## src/hdl/spp_pkg.sv

```systemverilog
package spp_pkg;

  localparam int TABLE_LEN = 24;
  localparam logic signed [19:0] FULL_TURN = 20'sd368640;
  localparam logic signed [19:0] HALF_TURN = 20'sd184320;
  localparam logic [15:0] INV_GAIN = 16'd39797;
  localparam logic signed [19:0] COORD_MAX = 20'sd524287;
  localparam logic signed [19:0] COORD_MIN = -20'sd524288;

  localparam logic [2:0] REG_CORNER = 3'd0;
  localparam logic [2:0] REG_COL_STEP = 3'd1;
  localparam logic [2:0] REG_ROW_STEP = 3'd2;
  localparam logic [2:0] REG_CENTER = 3'd3;
  localparam logic [2:0] REG_RADIUS = 3'd4;
  localparam logic [2:0] REG_INV_DEG = 3'd5;
  localparam logic [2:0] REG_COLS = 3'd6;
  localparam logic [2:0] REG_ROWS = 3'd7;

  typedef struct packed {
    logic [11:0] frustum_row;
    logic [11:0] frustum_col;
    logic [7:0]  blue;
    logic [7:0]  green;
    logic [7:0]  red;
  } in_req_t;

  typedef struct packed {
    logic [11:0] pano_col;
    logic [10:0] pano_row;
    logic [7:0]  out_blue;
    logic [7:0]  out_green;
    logic [7:0]  out_red;
  } out_req_t;

  typedef struct packed {
    logic signed [19:0] px;
    logic signed [19:0] py;
    logic signed [19:0] pz;
    logic [7:0] blue;
    logic [7:0] green;
    logic [7:0] red;
  } point_t;

  typedef struct packed {
    logic [59:0] corner;
    logic [59:0] col_step;
    logic [59:0] row_step;
    logic [59:0] center;
    logic [39:0] radius2;
    logic [19:0] inv_deg;
    logic [12:0] cols;
    logic [11:0] rows;
  } cfg_t;

  function automatic logic signed [19:0] atan_deg(input int i);
    logic signed [19:0] t;
    case (i)
      0: t = 20'sd46080;  1: t = 20'sd27203;  2: t = 20'sd14373;
      3: t = 20'sd7296;   4: t = 20'sd3662;   5: t = 20'sd1833;
      6: t = 20'sd917;    7: t = 20'sd458;    8: t = 20'sd229;
      9: t = 20'sd115;    10: t = 20'sd57;    11: t = 20'sd29;
      12: t = 20'sd14;    13: t = 20'sd7;     14: t = 20'sd4;
      15: t = 20'sd2;     16: t = 20'sd1;
      default: t = 20'sd0;
    endcase
    return t;
  endfunction

endpackage

```

## src/hdl/spp_fifo.sv

```systemverilog
module spp_fifo (
  input  logic            clk,
  input  logic            rst_n,
  input  logic            wr_en,
  input  spp_pkg::point_t wr_data,
  output logic            rd_valid,
  output spp_pkg::point_t rd_data
);
  import spp_pkg::*;

  point_t mem_r [4];
  logic [1:0] wp_r, rp_r;
  logic [2:0] cnt_r;

  // back end never stalls, so one entry is popped whenever present
  always_ff @(posedge clk) begin
    if (!rst_n) begin
      wp_r <= '0;
      rp_r <= '0;
      cnt_r <= '0;
      rd_valid <= 1'b0;
    end else begin
      rd_valid <= (cnt_r != 3'd0);
      if (wr_en) wp_r <= wp_r + 2'd1;
      if (cnt_r != 3'd0) rp_r <= rp_r + 2'd1;
      cnt_r <= cnt_r + 3'(wr_en) - 3'(cnt_r != 3'd0);
    end
  end

  always_ff @(posedge clk) begin
    if (wr_en) mem_r[wp_r] <= wr_data;
    rd_data <= mem_r[rp_r];
  end
endmodule

```

## config.mk

```make
export PLATFORM = sky130hd
export DESIGN_NAME = spp_fifo
export DESIGN_NICKNAME = d
export VERILOG_FILES = /design/src/hdl/spp_pkg.sv /design/src/hdl/spp_fifo.sv
export SDC_FILE = /design/constraint.sdc
export NUM_CORES = 1
export LEC_CHECK = 0
export ABC_AREA = 1
export BUFFER_PORTS_ARGS = -buffer_cell sky130_fd_sc_hd__buf_4
export CORE_AREA = 2 2 226 228
export CTS_BUF_LIST = sky130_fd_sc_hd__clkbuf_8 sky130_fd_sc_hd__clkbuf_16
export CTS_CLUSTER_SIZE = 25
export DETAILED_ROUTE_END_ITERATION = 10
export DIE_AREA = 0 0 228 230
export PLACE_DENSITY = 0.47
export SYNTH_ARGS = -nofsm -noshare
export SYNTH_HDL_FRONTEND = slang
export SYNTH_SLANG_ARGS = --single-unit
```

## constraint.sdc

```tcl
create_clock -name clk -period 3.6 [get_ports clk]
set_clock_uncertainty 0.1 [all_clocks]
set_input_delay 0.18 -clock clk [delete_from_list [all_inputs] [get_ports clk]]
set_output_delay 0.18 -clock clk [all_outputs]
set_load 0.005 [all_outputs]
```

==> flow_summary.ini, run 1 <==
[worst_setup_path]
rr_endpoint = rd_data[68]
r2r_slack_ns = 1.70
crit_path_top_delay_cell = inv_6
reg2regPathDepth = 4
worstPathArrival_ns = 2.28
slowest_delay_ns = 0.71
cp_top_family = buffers and inverters
worstPathCellList = inv_6 -> buf_4 -> o21ai_0 -> o21ai_1
crit_buf_inv = 2
crit_type = reg -> reg
rr_startpoint = rp_r[0]
critPathMaxFanout = 149
crit_path_end_kind = flop
cp-start-kind = flop
critPathRequiredTime_ns = 3.99

[min_path]
holdPathStages = 2
min-delay-path-class = in -> reg
hp-start = wr_data[50]
min_to = mem_r[3][50]

[power_and_ir_drop]
p_leak_uw = 0.006957
ir_worst_vdd_mv = 0.3862
switching_share = 0.2791
power.internal_uw = 10150
pwr-share-seq = 0.448
p_clk_frac = 0.326
pwr-share-comb = 0.226
power_density_mw_per_mm2 = 736.6
p_switching_uw = 3929
report.power.total_uw = 14080

[synthesis]
syn-cell-area_mm2 = 0.01483
yosys_warnings = 0
synthCells = 1040
syn_nets = 1134
synth-seq-cells = 428
seq_area_frac_synth = 0.8047
avgSynthCellArea_um2 = 14.26
synth_cell_types = 19

[detailed_routing]
drc = 0
via_count = 8525
ant_nets = 0
wl_per_cell_um = 15.38
routed_via_density = 4.233
drt_iter0_drc = 379
drtPass1Iterations = 5
drt-total-wl_mm = 30.98

[global_routing]
antenna_found_initial = 1
grt_usage = 0.1184
grt_pass1_vias = 8544
grt_max_degree = 171
grt_overflow = 0
grt_pass1_wl_mm = 48.78

[finish]
drive_gt1_frac = 0.1939
nets = 1398
area_growth_pct = 28.89
nFillCells = 4759
multi_input_area_mm2 = 0.002419
register_area_mm2 = 0.01194
fin_cells = 2014
final_cell_mix = edfxtp_1, nor2_1, buf_4
final_common_cell = edfxtp_1

[floorplan]
core_area_mm2 = 0.04986
die_w_um = 228
rows = 82
io_pins = 172
dieArea_mm2 = 0.05244
die_h_um = 230
start_util = 0.2974

[sta]
max_freq_mhz = 527.4
drv_slew = 0
layout_min_cycle_time_ns = 1.896
rsz0062_at_grt = false
tightest_slew_ns = 1.069
setup_ws_ns = 1.704
relSlewSlack = 0.2873
fin_crit_sh = 0.5267
finalHoldViolations = 0
finalSetupTns_ns = 0
final-setup-viol-count = 0

[placement]
gp_congestion = 0.7028
hpwl_mm = 16.58
portBuffers = 171
dp_slack_ns = 1.656
dp_cells = 1841

[clock_tree]
htree_levels = 2
clock_path_buffers = 3
postCtsSetupBuffers = 0
cts_buffers = 47
cts_sinks = 428
cts_resized = 0
cts_root_buf = clkbuf_16
cts_tree = yes
clkTransAtPathRegs_ns = 0.06
worst_skew_pair.late_latency_ns = 0.56
ctsHoldBuffers = 86

[run_status]
status = complete, no violations

[job]
timing.max_cap.violations = 0
registers in the layout, indices dropped and copies added (netlist names):
name and count:
mem_r 336, rd_valid 1, wp_r 2, rd_data 84, cnt_r 3, rp_r 2
cell usage after synthesis:
library cell / number / area, um^2
buf_4: 1 / 7.510
o21ai_0: 141 / 705.7
inv_2: 1 / 3.750
a21oi_1: 4 / 20.02
inv_1: 16 / 60.06
clkbuf_2: 1 / 5.000
clkbuf_1: 11 / 41.29
nand2_1: 14 / 52.55
ha_1: 6 / 75.07
buf_2: 20 / 100.1
fa_1: 1 / 20.02
buf_6: 21 / 236.5
inv_6: 1 / 8.760
nor2_1: 257 / 964.7
edfxtp_1: 336 / 10090
o21ai_1: 114 / 570.6
dfxtp_1: 92 / 1842
nand3_1: 2 / 10.01
buf_8: 1 / 15.01
cell families (layout without fill, tap and decap cells):
| kind of cell | count (synthesis) | after routing | share of synthesized area |
|---|---|---|---|
| and+or+nand+nor | 273 | 273 | 0.06928 |
| DFF | 428 | 428 | 0.8047 |
| other | 0 | 1 | 0 |
| AOI/OAI and AO/OA | 259 | 259 | 0.08742 |
| buffers and inverters | 73 | 374 | 0.03223 |
| adders and majority gates | 7 | 7 | 0.006413 |
routing by layer:
| metal | track usage | vias to the layer above | share of wire |
|---|---|---|---|
| li1 | - | 4239 | - |
| met1 | 0.1562 | 4071 | 0.45 |
| met2 | 0.1905 | 171 | 0.47 |
| met3 | 0.03026 | 44 | 0.052 |
| met4 | 0.03983 | 0 | 0.021 |
| met5 | 0 | - | 0 |
power groups by stage:
| stage | Clock, uW | Combinational, uW | Sequential (uW) |
|---|---|---|---|
| 2_1_floorplan | 0 | 1860 | 6400 |
| 3_3_place_gp | 0 | 3170 | 6430 |
| 3_5_place_dp | 0 | 3200 | 6410 |
| 4_1_cts | 4750 | 3290 | 6330 |
| 5_1_grt | 4950 | 3620 | 6370 |
| 6_report | 4590 | 3180 | 6310 |
per-stage QoR:
stage	utilization	area [um^2]	hold slack [ns]
after global placement	0.3356	16740	0.2840
final	0.3833	19110	0.2665
after detailed placement	0.3356	16740	0.2840
after global routing	0.3833	19110	0.2410
after CTS	0.3832	19110	0.2163
after floorplan	-	14830	0.1735
worst reg2reg max path: stages, from the launching register on:
cell,delay (ns)
dfxtp_4,0.36
inv_6,0.71
buf_4,0.40
o21ai_0,0.09
o21ai_1,0.16
how the worst max path moves through the flow:
stage | startpoint | endpoint | slack (ns) | cells past startpoint
3_3_place_gp | rp_r[0] | rd_data[67] | 1.69 | 4
2_1_floorplan | wp_r[0] | mem_r[2][0] | 0.85 | 4
4_1_cts | rp_r[0] | rd_data[76] | 1.64 | 4
3_5_place_dp | rp_r[0] | rd_data[68] | 1.66 | 4
5_1_grt | rp_r[0] | rd_data[3] | 1.52 | 4
6_report | rp_r[0] | rd_data[68] | 1.70 | 4
area by class of cell:
class,count,area share
Tap cell,672,0.04399
Antenna cell,1,0.0001309
Clock inverter,30,0.009951
Multi-Input combinational cell,539,0.1265
Inverter,18,0.004452
Clock buffer,56,0.06920
Timing Repair Buffer,270,0.1212
Sequential cell,428,0.6245
No activity file was read; power rests on OpenSTA's default activity.
==> run 2: changes to the inputs <==
==> constraint.sdc (replaced) <==
create_clock -name clk -period 1.9 [get_ports clk]
set_clock_uncertainty 0.1 [all_clocks]
set_input_delay 0.095 -clock clk [delete_from_list [all_inputs] [get_ports clk]]
set_output_delay 0.095 -clock clk [all_outputs]
set_load 0.005 [all_outputs]
==> flow_summary.ini, run 2 (synthesis gave the netlist of run 1 again) <==
[floorplan]
io_pins = 172
dieArea_mm2 = 0.05244
start_util = 0.2974
die_h_um = 230
die_w_um = 228
core_area_mm2 = 0.04986
rows = 82

[worst_setup_path]
slowest_delay_ns = 0.43
critPathMaxFanout = 3
worstPathArrival_ns = 2.16
crit_path_top_delay_cell = fa_2
r2r_slack_ns = 0.09
crit_type = reg -> reg
crit_path_end_kind = flop
critPathRequiredTime_ns = 2.25
worstPathCellList = nor2_2 -> nand2_1 -> ha_1 -> inv_1 -> ha_2 -> fa_2 -> nand2_1 -> inv_1
cp-start-kind = flop

[placement]
hpwl_mm = 18.14
gp_congestion = 0.6658
dp_slack_ns = 0.04053
portBuffers = 171

[clock_tree]
clock_path_buffers = 3
cts_sinks = 428
htree_levels = 2
cts_tree = yes
cts_root_buf = clkbuf_16
cts_buffers = 45
clkTransAtPathRegs_ns = 0.06
worst_skew_pair.late_latency_ns = 0.56

[min_path]
min-delay-path-class = in -> reg

[power_and_ir_drop]
p_leak_uw = 0.006999
power_density_mw_per_mm2 = 1391
ir_worst_vdd_mv = 0.7093

[sta]
setup_ws_ns = 0.09229
finalHoldViolations = 0
final-setup-viol-count = 0
fin_crit_sh = 0.9514
relSlewSlack = 0.6710
tightest_slew_ns = 0.4934
drv_slew = 0
layout_min_cycle_time_ns = 1.808
max_freq_mhz = 553.2
rsz0062_at_grt = false
hold_ws_ns = 0.1753

[finish]
final_cell_mix = edfxtp_1, nor2_1, buf_4
area_growth_pct = 30.50
nets = 1410
final_common_cell = edfxtp_1
top_regs = mem_r: 336 flops, rd_data: 84 flops, cnt_r: 3 flops
drive_gt1_frac = 0.2138
largest-register = mem_r
largest_reg_flops = 336
utilization = 0.3881
nFillCells = 4771

[detailed_routing]
drt-total-wl_mm = 32.15
wl_per_cell_um = 15.87
routed_via_density = 4.265
drt_iter0_drc = 450
drtPass1Iterations = 4
drc = 0
via_count = 8641
ant_nets = 0

[global_routing]
grt_usage = 0.1226
grt_max_degree = 84
grt_overflow = 0
antenna_found_initial = 5
grt_pass1_wl_mm = 50.14
grt_pass1_vias = 8656

[job]
timing.max_cap.violations = 0

[run_status]
status = complete, no violations
==> run 2: path summary, 6_finish.rpt <==
| check | endpoint | cells past startpoint | start |
|---|---|---|---|
| setup reg to reg | cnt_r[1] | 8 | cnt_r[2] |
| setup / recovery | cnt_r[1] | 8 | cnt_r[2] |
| hold / removal | mem_r[3][55] | 2 | wr_data[55] |
| hold reg to reg | rd_data[42] | 2 | mem_r[3][42] |
==> run 2: layout make-up <==
class	count	area [um^2]	area share
well taps	672	840.8	0.04345
diodes	2	5.005	0.0002586
multi-input cells	539	2444	0.1263
inverters	18	90.09	0.004655
flip-flops and latches	428	11940	0.6170
clock buffers	54	1261	0.06518
repair buffers	284	2560	0.1323
clock inverters	29	211.5	0.01093
==> run 2: through the flow <==
| stage | std cells | TNS, ns | instance area (um^2) | total power, uW |
|---|---|---|---|---|
| floorplan | 1040 | -137.52 | 14860 | 15650 |
| global placement | 1854 | 0 | 17000 | 18560 |
| detailed placement | 1854 | 0 | 17000 | 18570 |
| CTS | 2023 | 0 | 19330 | 27410 |
| global route | 2026 | 0 | 19350 | 28520 |
| finish | 2026 | 0 | 19350 | 26910 |
==> run 2: timing repair <==
item | in CTS | in global routing
gates resized for setup | 0 | 4
hold buffers | 86 | 0
endpoints found under the setup margin | 0 | 2
endpoints found under the hold margin | 344 | 0
buffers inserted | 0 | 1
==> run 2: metal layers <==
layer	GRT usage	up-vias	part of all wire
met5	0	-	0.0012
met4	0.03166	6	0.019
met3	0.03100	54	0.048
met2	0.1985	180	0.46
met1	0.1646	4140	0.47
li1	-	4261	-
==> run 2: worst max-delay path: cells and delay by family (launching register included) <==
kind	cells	cell delay, ns
simple gates	3	0.28
flops	1	0.33
buf+inv	2	0.10
fa+ha+maj	3	0.90
==> run 2: power by group <==
part,leakage (uW),internal [uW],switching (uW)
clock network,0.000771,5000,3510
logic,0.00237,2830,3600
registers,0.00386,11500,489
total,0.00700,19300,7600
